==> config.mk <==
export PLATFORM = sky130hd
export DESIGN_NAME = ldap_bind_response_checker_top_flat
export DESIGN_NICKNAME = d
export VERILOG_FILES = /design/src/design/lbrc_pkg.sv /design/src/design/lbrc_if.sv /design/src/design/lbrc_parser.sv /design/src/design/lbrc_out_stage.sv /design/src/design/ldap_bind_response_checker_top.sv /design/src/flat_wrapper.sv
export SDC_FILE = /design/constraint.sdc
export NUM_CORES = 1
export LEC_CHECK = 0
export ABC_AREA = 1
export CAP_MARGIN = 10
export CORE_AREA = 2 2 132 121
export CTS_CLUSTER_DIAMETER = 50
export DETAILED_ROUTE_END_ITERATION = 10
export DIE_AREA = 0 0 134 123
export DONT_BUFFER_PORTS = 1
export GPL_TIMING_DRIVEN = 0
export PLACE_DENSITY_LB_ADDON = 0.2
export SLEW_MARGIN = 10
export SYNTH_ARGS = -nofsm -noshare
export SYNTH_HDL_FRONTEND = slang
export SYNTH_SLANG_ARGS = --single-unit
==> constraint.sdc <==
create_clock -name clk_i -period 11.4 [get_ports clk_i]
set_input_delay 1.71 -clock clk_i [delete_from_list [all_inputs] [get_ports clk_i]]
set_output_delay 1.71 -clock clk_i [all_outputs]
set_load 0.02 [all_outputs]
==> src/design/lbrc_pkg.sv <==
// ----------------------------------------------------------------------------
// lbrc_pkg
// Types and constants shared by the LDAP bind response checker modules.
// ----------------------------------------------------------------------------
package lbrc_pkg;

  // Default width of the BER length accumulators.
  localparam int unsigned LENGTH_WIDTH_DEF = 32;

  localparam logic [7:0] TAG_MESSAGE   = 8'h30;
  localparam logic [7:0] TAG_BIND_RESP = 8'h61;
  localparam logic [7:0] TAG_INTEGER   = 8'h02;
  localparam logic [7:0] TAG_ENUM      = 8'h0A;
  localparam logic [7:0] BYTE_ONE      = 8'h01;
  localparam logic [7:0] BYTE_ZERO     = 8'h00;
  localparam int unsigned MIN_MSG_LEN  = 8;
  localparam int unsigned MIN_BIND_LEN = 3;

  typedef enum logic [2:0] {
    REQ_DATA      = 3'd0,
    REQ_CONNECTED = 3'd1,
    REQ_TIMEOUT   = 3'd2,
    REQ_ERROR     = 3'd3,
    REQ_CLOSED    = 3'd4,
    REQ_SHUTDOWN  = 3'd5
  } req_e;

  typedef enum logic [1:0] {
    ST_WORKING = 2'd0,
    ST_FAILED  = 2'd1,
    ST_OK      = 2'd2
  } status_e;

  // Failure reasons; R_SUCCESS only appears as a pending body outcome.
  typedef enum logic [3:0] {
    R_NONE        = 4'd0,
    R_BAD_TYPE    = 4'd1,
    R_SHORT_MSG   = 4'd2,
    R_BAD_ID      = 4'd3,
    R_BAD_RESP    = 4'd4,
    R_SHORT_BIND  = 4'd5,
    R_BAD_RES_TAG = 4'd6,
    R_REFUSED     = 4'd7,
    R_TIMEOUT     = 4'd8,
    R_ERROR       = 4'd9,
    R_CLOSED      = 4'd10,
    R_SUCCESS     = 4'd11
  } reason_e;

  typedef enum logic [3:0] {
    PH_TAG   = 4'd0,
    PH_LEN1  = 4'd1,
    PH_LENX  = 4'd2,
    PH_ID0   = 4'd3,
    PH_ID1   = 4'd4,
    PH_ID2   = 4'd5,
    PH_RTAG  = 4'd6,
    PH_BLEN1 = 4'd7,
    PH_BLENX = 4'd8,
    PH_RC0   = 4'd9,
    PH_RC1   = 4'd10,
    PH_RC2   = 4'd11,
    PH_TAIL  = 4'd12
  } phase_e;

  typedef struct packed {
    logic [2:0] req_type;
    logic [7:0] data_byte;
  } item_t;

  typedef struct packed {
    logic [1:0] status;
    logic [3:0] fail_reason;
    logic [7:0] server_result;
    logic       decided;
    logic       send_bind;
  } result_t;

endpackage

==> src/design/lbrc_if.sv <==
// ----------------------------------------------------------------------------
// lbrc_if
// Valid/ready channels for the input items and the result items.
// ----------------------------------------------------------------------------
interface lbrc_in_if;
  logic       valid;
  logic       ready;
  logic [2:0] req_type;
  logic [7:0] data_byte;

  modport source (output valid, output req_type, output data_byte, input ready);
  modport sink   (input valid, input req_type, input data_byte, output ready);
endinterface

interface lbrc_out_if;
  logic       valid;
  logic       ready;
  logic [1:0] status;
  logic [3:0] fail_reason;
  logic [7:0] server_result;
  logic       decided;
  logic       send_bind;

  modport source (output valid, output status, output fail_reason, output server_result,
                  output decided, output send_bind, input ready);
  modport sink   (input valid, input status, input fail_reason, input server_result,
                  input decided, input send_bind, output ready);
endinterface

==> src/design/lbrc_parser.sv <==
// ----------------------------------------------------------------------------
// lbrc_parser
// BER parse state and bind verdict; one item is applied per accepted cycle.
// ----------------------------------------------------------------------------
module lbrc_parser #(
  parameter int unsigned LengthWidth = lbrc_pkg::LENGTH_WIDTH_DEF
) (
  input  logic              clk_i,
  input  logic              rst_ni,
  input  logic              accept_i,
  input  lbrc_pkg::item_t   item_i,
  output lbrc_pkg::result_t result_o
);
  import lbrc_pkg::*;

  localparam logic [LengthWidth-1:0] LenOnes    = '1;
  localparam logic [LengthWidth-1:0] MinMsgLen  = LengthWidth'(MIN_MSG_LEN);
  localparam logic [LengthWidth-1:0] MinBindLen = LengthWidth'(MIN_BIND_LEN);

  phase_e                 phase_q,   phase_d;
  status_e                verdict_q, verdict_d;
  reason_e                reason_q,  reason_d;
  reason_e                pend_q,    pend_d;
  logic [LengthWidth-1:0] msg_len_q, msg_len_d;
  logic [LengthWidth-1:0] bind_len_q, bind_len_d;
  logic [LengthWidth-1:0] body_cnt_q, body_cnt_d;
  logic [6:0]             len_left_q, len_left_d;
  logic [7:0]             result_q,  result_d;

  logic       was_working;
  logic       bind_req;
  logic       hdr_done;
  logic       blen_done;
  logic [7:0] b;

  always_comb begin
    phase_d    = phase_q;
    verdict_d  = verdict_q;
    reason_d   = reason_q;
    pend_d     = pend_q;
    msg_len_d  = msg_len_q;
    bind_len_d = bind_len_q;
    body_cnt_d = body_cnt_q;
    len_left_d = len_left_q;
    result_d   = result_q;
    bind_req   = 1'b0;
    hdr_done   = 1'b0;
    blen_done  = 1'b0;
    b          = item_i.data_byte;
    was_working = (verdict_q == ST_WORKING);

    if (was_working) begin
      case (req_e'(item_i.req_type))
        REQ_DATA: begin
          if (phase_q == PH_TAG || phase_q == PH_LEN1 || phase_q == PH_LENX) begin
            // Message header: tag and BER length.
            case (phase_q)
              PH_TAG: begin
                if (b != TAG_MESSAGE) pend_d = R_BAD_TYPE;
                phase_d = PH_LEN1;
              end
              PH_LEN1: begin
                if (!b[7]) begin
                  msg_len_d = LengthWidth'(b);
                  hdr_done  = 1'b1;
                end else begin
                  msg_len_d  = '0;
                  len_left_d = b[6:0];
                  if (b[6:0] == 7'd0) hdr_done = 1'b1;
                  else                phase_d  = PH_LENX;
                end
              end
              default: begin
                msg_len_d  = {msg_len_q[LengthWidth-9:0], b};
                len_left_d = len_left_q - 7'd1;
                if (len_left_d == 7'd0) hdr_done = 1'b1;
              end
            endcase
            if (hdr_done) begin
              if (pend_q == R_BAD_TYPE) begin
                verdict_d = ST_FAILED;
                reason_d  = R_BAD_TYPE;
              end else if (msg_len_d < MinMsgLen) begin
                verdict_d = ST_FAILED;
                reason_d  = R_SHORT_MSG;
              end else begin
                phase_d    = PH_ID0;
                body_cnt_d = '0;
              end
            end
          end else begin
            // Message body: count every byte, check the fixed fields in order.
            if (body_cnt_q != LenOnes) body_cnt_d = body_cnt_q + LengthWidth'(1);
            case (phase_q)
              PH_ID0: begin
                if (b != TAG_INTEGER) begin pend_d = R_BAD_ID; phase_d = PH_TAIL; end
                else phase_d = PH_ID1;
              end
              PH_ID1: begin
                if (b != BYTE_ONE) begin pend_d = R_BAD_ID; phase_d = PH_TAIL; end
                else phase_d = PH_ID2;
              end
              PH_ID2: begin
                if (b != BYTE_ONE) begin pend_d = R_BAD_ID; phase_d = PH_TAIL; end
                else phase_d = PH_RTAG;
              end
              PH_RTAG: begin
                if (b != TAG_BIND_RESP) begin pend_d = R_BAD_RESP; phase_d = PH_TAIL; end
                else phase_d = PH_BLEN1;
              end
              PH_BLEN1: begin
                if (!b[7]) begin
                  bind_len_d = LengthWidth'(b);
                  blen_done  = 1'b1;
                end else begin
                  bind_len_d = '0;
                  len_left_d = b[6:0];
                  if (b[6:0] == 7'd0) blen_done = 1'b1;
                  else                phase_d   = PH_BLENX;
                end
              end
              PH_BLENX: begin
                bind_len_d = {bind_len_q[LengthWidth-9:0], b};
                len_left_d = len_left_q - 7'd1;
                if (len_left_d == 7'd0) blen_done = 1'b1;
              end
              PH_RC0: begin
                if (b != TAG_ENUM) begin pend_d = R_BAD_RES_TAG; phase_d = PH_TAIL; end
                else phase_d = PH_RC1;
              end
              PH_RC1: begin
                if (b != BYTE_ONE) begin pend_d = R_BAD_RES_TAG; phase_d = PH_TAIL; end
                else phase_d = PH_RC2;
              end
              PH_RC2: begin
                result_d = b;
                pend_d   = (b != BYTE_ZERO) ? R_REFUSED : R_SUCCESS;
                phase_d  = PH_TAIL;
              end
              default: ;
            endcase
            if (blen_done) begin
              if (bind_len_d < MinBindLen) begin
                pend_d  = R_SHORT_BIND;
                phase_d = PH_TAIL;
              end else begin
                phase_d = PH_RC0;
              end
            end
            // The outcome shows once the stated length has arrived.
            if (pend_d != R_NONE && body_cnt_d >= msg_len_q) begin
              if (pend_d == R_SUCCESS) begin
                verdict_d = ST_OK;
              end else begin
                verdict_d = ST_FAILED;
                reason_d  = pend_d;
              end
            end
          end
        end
        REQ_CONNECTED: bind_req = 1'b1;
        REQ_TIMEOUT: begin verdict_d = ST_FAILED; reason_d = R_TIMEOUT; end
        REQ_ERROR:   begin verdict_d = ST_FAILED; reason_d = R_ERROR;   end
        REQ_CLOSED:  begin verdict_d = ST_FAILED; reason_d = R_CLOSED;  end
        default: ;
      endcase
    end
  end

  always_comb begin
    result_o.status        = verdict_d;
    result_o.fail_reason   = reason_d;
    result_o.server_result = result_d;
    result_o.decided       = was_working && (verdict_d != ST_WORKING);
    result_o.send_bind     = bind_req;
  end

  always_ff @(posedge clk_i or negedge rst_ni) begin
    if (!rst_ni) begin
      phase_q    <= PH_TAG;
      verdict_q  <= ST_WORKING;
      reason_q   <= R_NONE;
      pend_q     <= R_NONE;
      msg_len_q  <= '0;
      bind_len_q <= '0;
      body_cnt_q <= '0;
      len_left_q <= '0;
      result_q   <= '0;
    end else if (accept_i) begin
      phase_q    <= phase_d;
      verdict_q  <= verdict_d;
      reason_q   <= reason_d;
      pend_q     <= pend_d;
      msg_len_q  <= msg_len_d;
      bind_len_q <= bind_len_d;
      body_cnt_q <= body_cnt_d;
      len_left_q <= len_left_d;
      result_q   <= result_d;
    end
  end

  // Once decided, the verdict and reason never change again.
  assert property (@(posedge clk_i) disable iff (!rst_ni)
    (verdict_q != ST_WORKING) |=> (verdict_q == $past(verdict_q)) &&
                                  (reason_q == $past(reason_q)))
    else $error("verdict changed after a decision");

  // A decided result always carries a final status.
  assert property (@(posedge clk_i) disable iff (!rst_ni)
    result_o.decided |-> (result_o.status != ST_WORKING))
    else $error("decided flagged with a working status");

  // The result code byte always leaves a refused or success outcome pending.
  assert property (@(posedge clk_i) disable iff (!rst_ni)
    (accept_i && was_working && phase_q == PH_RC2 && item_i.req_type == REQ_DATA)
      |=> (pend_q == R_REFUSED || pend_q == R_SUCCESS))
    else $error("result code byte left no pending outcome");

endmodule

==> src/design/lbrc_out_stage.sv <==
// ----------------------------------------------------------------------------
// lbrc_out_stage
// Result register with a skid entry, so that ready towards the input is
// a registered signal.
// ----------------------------------------------------------------------------
module lbrc_out_stage (
  input  logic              clk_i,
  input  logic              rst_ni,
  input  logic              push_i,
  input  lbrc_pkg::result_t push_data_i,
  output logic              push_ready_o,
  output logic              out_valid_o,
  output lbrc_pkg::result_t out_data_o,
  input  logic              out_ready_i
);
  import lbrc_pkg::*;

  logic    out_valid_q, out_valid_d;
  logic    skid_valid_q, skid_valid_d;
  result_t out_data_q,  out_data_d;
  result_t skid_data_q, skid_data_d;

  always_comb begin
    out_valid_d  = out_valid_q;
    skid_valid_d = skid_valid_q;
    out_data_d   = out_data_q;
    skid_data_d  = skid_data_q;
    if (!out_valid_q || out_ready_i) begin
      if (skid_valid_q) begin
        out_valid_d  = 1'b1;
        out_data_d   = skid_data_q;
        skid_valid_d = 1'b0;
      end else begin
        out_valid_d = push_i;
        out_data_d  = push_data_i;
      end
    end else if (push_i) begin
      skid_valid_d = 1'b1;
      skid_data_d  = push_data_i;
    end
  end

  always_ff @(posedge clk_i or negedge rst_ni) begin
    if (!rst_ni) begin
      out_valid_q  <= 1'b0;
      skid_valid_q <= 1'b0;
    end else begin
      out_valid_q  <= out_valid_d;
      skid_valid_q <= skid_valid_d;
    end
  end

  always_ff @(posedge clk_i) begin
    out_data_q  <= out_data_d;
    skid_data_q <= skid_data_d;
  end

  assign push_ready_o = !skid_valid_q;
  assign out_valid_o  = out_valid_q;
  assign out_data_o   = out_data_q;

  // The skid entry is only ever occupied behind a full result register.
  assert property (@(posedge clk_i) disable iff (!rst_ni)
    skid_valid_q |-> out_valid_q)
    else $error("skid entry holds data while the result register is empty");

  // A transaction arriving behind a stalled result lands in the skid entry.
  assert property (@(posedge clk_i) disable iff (!rst_ni)
    (push_i && out_valid_q && !out_ready_i) |=> skid_valid_q)
    else $error("stalled push did not reach the skid entry");

  // A drained result register takes the skid entry next.
  assert property (@(posedge clk_i) disable iff (!rst_ni)
    (skid_valid_q && out_ready_i) |=> (out_valid_q && !skid_valid_q &&
                                       out_data_q == $past(skid_data_q)))
    else $error("skid entry not moved on drain");

endmodule

==> src/design/ldap_bind_response_checker_top.sv <==
// ----------------------------------------------------------------------------
// ldap_bind_response_checker_top
// Checks an LDAP bind response byte stream and connection events.
// ----------------------------------------------------------------------------
// Each input transaction is a received byte or a connection event, and each
// produces exactly one result transaction carrying the running status, the
// failure reason, the server's result code and two flags: decided
// marks the transaction that ended the working status, send_bind marks a
// connected event seen while still working. The block sustains one
// transaction per clock cycle without back-pressure: the whole parse step
// (a phase transition, an 8-bit shift into the length accumulator and the
// length compares) sits between the input port and the result register; a
// result meeting a stalled result register waits in the skid entry, which
// keeps input ready registered, so ready only drops when both output entries
// are full. Once a verdict is reached every further transaction repeats it.
// ----------------------------------------------------------------------------
module ldap_bind_response_checker_top #(
  parameter int unsigned LengthWidth = lbrc_pkg::LENGTH_WIDTH_DEF
) (
  input  logic              clk_i,
  input  logic              rst_ni,
  lbrc_in_if.sink           in_i,
  lbrc_out_if.source        out_o
);
  import lbrc_pkg::*;

  logic    in_accept;
  logic    push_ready;
  item_t   item;
  result_t step_result;
  result_t out_data;

  // An input transaction is taken whenever the skid entry is free.
  assign in_i.ready = push_ready;
  assign in_accept  = in_i.valid && push_ready;

  assign item.req_type  = in_i.req_type;
  assign item.data_byte = in_i.data_byte;

  // Parse state is updated only on accepted transactions.
  lbrc_parser #(
    .LengthWidth (LengthWidth)
  ) u_parser (
    .clk_i    (clk_i),
    .rst_ni   (rst_ni),
    .accept_i (in_accept),
    .item_i   (item),
    .result_o (step_result)
  );

  lbrc_out_stage u_out_stage (
    .clk_i        (clk_i),
    .rst_ni       (rst_ni),
    .push_i       (in_accept),
    .push_data_i  (step_result),
    .push_ready_o (push_ready),
    .out_valid_o  (out_o.valid),
    .out_data_o   (out_data),
    .out_ready_i  (out_o.ready)
  );

  assign out_o.status        = out_data.status;
  assign out_o.fail_reason   = out_data.fail_reason;
  assign out_o.server_result = out_data.server_result;
  assign out_o.decided       = out_data.decided;
  assign out_o.send_bind     = out_data.send_bind;

endmodule
==> src/flat_wrapper.sv <==
// flat-port wrapper written by rule: the top's interface ports become plain ports
module ldap_bind_response_checker_top_flat import lbrc_pkg::*;
#(
  parameter int unsigned LengthWidth = lbrc_pkg::LENGTH_WIDTH_DEF
)
  (clk_i, rst_ni, in_i_valid, in_i_req_type, in_i_data_byte, in_i_ready, out_o_valid, out_o_status, out_o_fail_reason, out_o_server_result, out_o_decided, out_o_send_bind, out_o_ready);
  lbrc_in_if in_i_i ();
  lbrc_out_if out_o_i ();
  input  logic clk_i;
  input  logic rst_ni;
  input wire logic [$bits(in_i_i.valid)-1:0] in_i_valid;
  input wire logic [$bits(in_i_i.req_type)-1:0] in_i_req_type;
  input wire logic [$bits(in_i_i.data_byte)-1:0] in_i_data_byte;
  output wire logic [$bits(in_i_i.ready)-1:0] in_i_ready;
  output wire logic [$bits(out_o_i.valid)-1:0] out_o_valid;
  output wire logic [$bits(out_o_i.status)-1:0] out_o_status;
  output wire logic [$bits(out_o_i.fail_reason)-1:0] out_o_fail_reason;
  output wire logic [$bits(out_o_i.server_result)-1:0] out_o_server_result;
  output wire logic [$bits(out_o_i.decided)-1:0] out_o_decided;
  output wire logic [$bits(out_o_i.send_bind)-1:0] out_o_send_bind;
  input wire logic [$bits(out_o_i.ready)-1:0] out_o_ready;
  assign in_i_i.valid = in_i_valid;
  assign in_i_i.req_type = in_i_req_type;
  assign in_i_i.data_byte = in_i_data_byte;
  assign in_i_ready = in_i_i.ready;
  assign out_o_valid = out_o_i.valid;
  assign out_o_status = out_o_i.status;
  assign out_o_fail_reason = out_o_i.fail_reason;
  assign out_o_server_result = out_o_i.server_result;
  assign out_o_decided = out_o_i.decided;
  assign out_o_send_bind = out_o_i.send_bind;
  assign out_o_i.ready = out_o_ready;
  ldap_bind_response_checker_top #(.LengthWidth(LengthWidth)) u_core (.clk_i(clk_i), .rst_ni(rst_ni), .in_i(in_i_i), .out_o(out_o_i));
endmodule
==> metrics.json <==
{
  "route": {
    "first_iter_violations": 999,
    "detail_route.first_pass.iterations": 6,
    "drt_drc_violations_left": 0,
    "avgRoutedWirePerCell_um": 16.01,
    "detailroute.via_count": 9247,
    "drt.antenna.violating_nets": 0,
    "drt-vias-per-instance": 5.772,
    "totalWireLength_mm": 25.65
  },
  "worst_setup_path": {
    "worst_ep_arrival_time_ps": 4780,
    "timing.critical_path.slowest_cell_delay_ps": 400,
    "regToRegEndpoint": "u_core.u_out_stage.out_data_o[11]$_DFFE_PN_",
    "endpoint_kind": "register",
    "setup.worst_path.start_class": "register",
    "worst_setup_path_startpoint": "u_core.u_parser.body_cnt_q[0]$_DFFE_PN0P_",
    "ff2ff_setup_slack_ps": 6820,
    "critical-path-slowest-cell": "sky130_fd_sc_hd__dfrtp_1",
    "reg2reg_from": "u_core.u_parser.body_cnt_q[0]$_DFFE_PN0P_",
    "cp.required_ps": 11600,
    "worst_r2r_path_depth": 29,
    "worstPathMaxFanout": 5,
    "cpMostUsedCell": "sky130_fd_sc_hd__nand2_1",
    "timing.setup.critical_path_class": "register to register"
  },
  "clocking": {
    "post_cts_resized": 0,
    "cts_tree": "done",
    "numCtsBuffers": 17,
    "clock_tree.buffer_depth": 2,
    "post-cts-setup-buffer-count": 0,
    "clk_latency_ps": 450,
    "worst_setup_hold_path_clk_slew_ps": 70,
    "cts_hold_buf": 0,
    "cts-root-buf": "sky130_fd_sc_hd__clkbuf_16",
    "htreeDepth": 4,
    "numClockSinks": 159
  },
  "global_route": {
    "met2_usage_pct": 50.51,
    "globalRouteOverflowTotal": 0,
    "grt_pass1_vias": 8627,
    "grt_busiest_layer": "met2",
    "antenna_violations_before_repair": 0,
    "grt_max_degree": 128,
    "grt_use_met3_pct": 5.617,
    "grt_use_met1_pct": 45.37,
    "first_pass_grt_wire_length_mm": 42.15,
    "globalRouteTotalUtil_pct": 32.46
  },
  "timing": {
    "timing.max_slew.rel_slack_pct": 38.36,
    "final.setup_skew_ps": 11.29,
    "setup-tns-final_ps": 0,
    "period_share_pct": 40.17,
    "max_slew.worst_pin.slew_ps": 917.0,
    "finalSetupViolations": 0,
    "unrepaired_setup_endpoints_after_global_routing": "false",
    "worst_slack_ps": 6820,
    "final.min_clock_period_ps": 4580,
    "fmaxAchievable_mhz": 218.4,
    "worst_hold_check_slack_ps": 476.9,
    "final_hold_viol_count": 0,
    "timing_max_transition_violations_final": 0
  },
  "cells_and_area": {
    "nFillCells": 1242,
    "area.sequential_um2": 4139,
    "design.final.nets": 1437,
    "layoutNonFillerInstCount": 1602,
    "multi_input_comb_area_um2": 4800,
    "antenna_cells": 0,
    "final_core_util_pct": 70.60,
    "layout-drive-gt1-share_pct": 5.071,
    "synthToLayoutAreaGrowth_pct": 8.331
  },
  "synthesis": {
    "ys_ff_latch": 159,
    "post_synth_instance_area_um2": 9852,
    "seq_area_frac_synth_pct": 42.01,
    "synth_top_cell_area_share_pct": 32.26,
    "syn-mean-instance-area_um2": 7.207,
    "dominantRegCellSynth": "sky130_fd_sc_hd__dfrtp_1",
    "synth_top_area_cell": "sky130_fd_sc_hd__dfrtp_1",
    "synth_edf_count": 32,
    "ys_top_cells_by_area": "sky130_fd_sc_hd__dfrtp_1 (32%), sky130_fd_sc_hd__nand2_1 (15%), sky130_fd_sc_hd__edfxtp_1 (9.8%), sky130_fd_sc_hd__inv_1 (7.2%), sky130_fd_sc_hd__o21ai_0 (6.1%)",
    "syn_inst": 1367,
    "warning_count_from_the_yosys_run": 0,
    "synth-async-reset-ratio_pct": 79.87,
    "ys_types": 46,
    "postSynthNetCount": 1417
  },
  "power_and_ir_drop": {
    "clock_power_share_pct": 46.8,
    "power_density_nw_per_um2": 109.2,
    "total_leakage_power_nw": 5.294,
    "max-vdd-ir-drop_mv": 0.1155,
    "switching_power_w": 0.0002864,
    "internal-power_w": 0.0008786,
    "sequentialPowerShare_pct": 51.1,
    "comb_power_share_pct": 2.1,
    "power.share.switching_pct": 24.58
  },
  "min_path": {
    "holdCritStartpoint": "u_core.u_parser.bind_len_q[28]$_DFFE_PN0P_",
    "timing.hold.worst_endpoint": "u_core.u_parser.bind_len_q[28]$_DFFE_PN0P_",
    "hold-path-cell-count": 2,
    "hold_path_class": "register to register"
  },
  "place": {
    "placement.io_buffers": 0,
    "total_half_perimeter_wirelength_after_legalization_and_detailed_placement_mm": 18.99,
    "post_placement_worst_setup_slack_ps": 6842,
    "routabilityCongestion": 0.9809,
    "placed_cells": 1570
  },
  "floorplan": {
    "boundaryPins": 33,
    "core-area_um2": 15120,
    "num_rows": 43,
    "dieWidth_um": 134,
    "fp.dieArea_um2": 16480,
    "initial_core_utilization_pct": 65.17,
    "die-height_um": 123
  },
  "outcome": {
    "outcome": "finished clean"
  },
  "run": {
    "cap_viol_max_count": 0
  }
}
stage by stage:
stage,total power (W),cell area (um^2)
3_3_place_gp,0.0006285,10100
3_5_place_dp,0.0006303,10120
2_1_floorplan,0.0006225,9852
4_1_cts,0.001168,10670
6_report,0.001165,10670
5_1_grt,0.001195,10670
layer usage:
| metal | share of wire (%) | up-vias |
|---|---|---|
| li1 | - | 4500 |
| met1 | 45 | 4256 |
| met4 | 2.8 | 0 |
| met3 | 7.6 | 63 |
| met5 | 0 | - |
| met2 | 45 | 428 |
final cells by class:
class	instances	share of cell area, %
clock buffers	18	4.021
well taps	202	2.368
multi-input cells	969	44.97
flip-flops and latches	159	38.78
plain buffers	41	1.653
clock inverters	14	1.137
inverters	198	6.964
repair buffers	1	0.1055
cell usage after synthesis, types with 2 or more instances:
cell                       number
sky130_fd_sc_hd__and2_1         2
sky130_fd_sc_hd__nand2_2        5
sky130_fd_sc_hd__a21oi_1       31
sky130_fd_sc_hd__nand2_1      381
sky130_fd_sc_hd__ha_1          35
sky130_fd_sc_hd__nand2_4        2
sky130_fd_sc_hd__dfrtp_1      127
sky130_fd_sc_hd__o21ai_1       11
sky130_fd_sc_hd__nand4_1       21
sky130_fd_sc_hd__o221ai_1       3
sky130_fd_sc_hd__inv_1        188
sky130_fd_sc_hd__nor4_1        13
sky130_fd_sc_hd__o21ai_0      120
sky130_fd_sc_hd__a22oi_1        3
sky130_fd_sc_hd__o22ai_1       46
sky130_fd_sc_hd__nor3_1        26
sky130_fd_sc_hd__nand3_1       67
sky130_fd_sc_hd__xor2_1        24
sky130_fd_sc_hd__clkinv_1       3
sky130_fd_sc_hd__nand3b_1       2
sky130_fd_sc_hd__inv_2          7
sky130_fd_sc_hd__a31oi_1        6
sky130_fd_sc_hd__nor2_1       142
sky130_fd_sc_hd__nor2_2         8
sky130_fd_sc_hd__clkbuf_1      29
sky130_fd_sc_hd__buf_2          9
sky130_fd_sc_hd__edfxtp_1      32
sky130_fd_sc_hd__a22o_1         6
layout by cell type (no fill, tap or decap), types with 3 or more instances in the layout:
master,Yosys,layout
sky130_fd_sc_hd__a21oi_1,31,31
sky130_fd_sc_hd__a22o_1,6,6
sky130_fd_sc_hd__a22oi_1,3,3
sky130_fd_sc_hd__a31oi_1,6,6
sky130_fd_sc_hd__buf_2,9,9
sky130_fd_sc_hd__clkbuf_1,29,30
sky130_fd_sc_hd__clkbuf_16,0,17
sky130_fd_sc_hd__clkinv_1,3,3
sky130_fd_sc_hd__clkinv_4,0,4
sky130_fd_sc_hd__dfrtp_1,127,127
sky130_fd_sc_hd__edfxtp_1,32,32
sky130_fd_sc_hd__ha_1,35,35
sky130_fd_sc_hd__inv_1,188,188
sky130_fd_sc_hd__inv_2,7,7
sky130_fd_sc_hd__inv_6,0,7
sky130_fd_sc_hd__nand2_1,381,381
sky130_fd_sc_hd__nand2_2,5,5
sky130_fd_sc_hd__nand3_1,67,67
sky130_fd_sc_hd__nand4_1,21,21
sky130_fd_sc_hd__nor2_1,142,142
sky130_fd_sc_hd__nor2_2,8,8
sky130_fd_sc_hd__nor3_1,26,26
sky130_fd_sc_hd__nor4_1,13,12
sky130_fd_sc_hd__o21ai_0,120,120
sky130_fd_sc_hd__o21ai_1,11,11
sky130_fd_sc_hd__o221ai_1,3,3
sky130_fd_sc_hd__o22ai_1,46,46
sky130_fd_sc_hd__xor2_1,24,24
worst max-delay path, delay by kind of cell, from the launching register on:
kind                     cells  cell delay (ps)
buffers and inverters        2              190
AND/OR/NAND/NOR             24             3030
adder cells (fa/ha/maj)      2              530
flip-flops                   1              400
XOR/XNOR                     1              190
how the worst max path moves through the flow:
stage | endpoint | depth (start not counted)
global placement | u_core.u_out_stage.out_data_o[11]$_DFFE_PN_ | 29
finish | u_core.u_out_stage.out_data_o[11]$_DFFE_PN_ | 29
detailed placement | u_core.u_out_stage.out_data_o[11]$_DFFE_PN_ | 29
global route | u_core.u_out_stage.out_data_o[1]$_DFFE_PN_ | 29
floorplan | u_core.u_out_stage.out_data_o[1]$_DFFE_PN_ | 17
CTS | u_core.u_out_stage.out_data_o[11]$_DFFE_PN_ | 29
power by group through the flow:
| stage | sequential, W | combinational (W) | clock (W) |
|---|---|---|---|
| 2_1_floorplan | 0.000606 | 0.0000167 | 0 |
| 3_3_place_gp | 0.000606 | 0.0000225 | 0 |
| 3_5_place_dp | 0.000606 | 0.0000239 | 0 |
| 4_1_cts | 0.000595 | 0.0000240 | 0.000549 |
| 5_1_grt | 0.000596 | 0.0000267 | 0.000573 |
| 6_report | 0.000595 | 0.0000242 | 0.000546 |
kinds of logic after synthesis:
logic type               Yosys count  share of synthesized area, %
buffers and inverters            239                         9.334
AND/OR/NAND/NOR                  673                         28.63
flip-flops                       159                         42.01
XOR/XNOR                          25                         2.223
adder cells (fa/ha/maj)           35                         4.445
AO/OA/AOI/OAI                    236                         13.36
registers in the layout, summed over array words and instances, names as in the netlist, 2 cells and up:
name                            count
u_core.u_out_stage.out_data_o      16
u_core.u_parser.msg_len_q          32
u_core.u_parser.bind_len_q         32
u_core.u_parser.phase_q             4
u_core.u_parser.reason_q            4
u_core.u_parser.result_q            8
u_core.u_parser.len_left_q          7
u_core.u_parser.pend_q              4
u_core.u_parser.body_cnt_q         32
u_core.u_parser.verdict_q           2
u_core.u_out_stage.skid_data_q     16
Note: power is estimated with default switching activity, not from simulation.
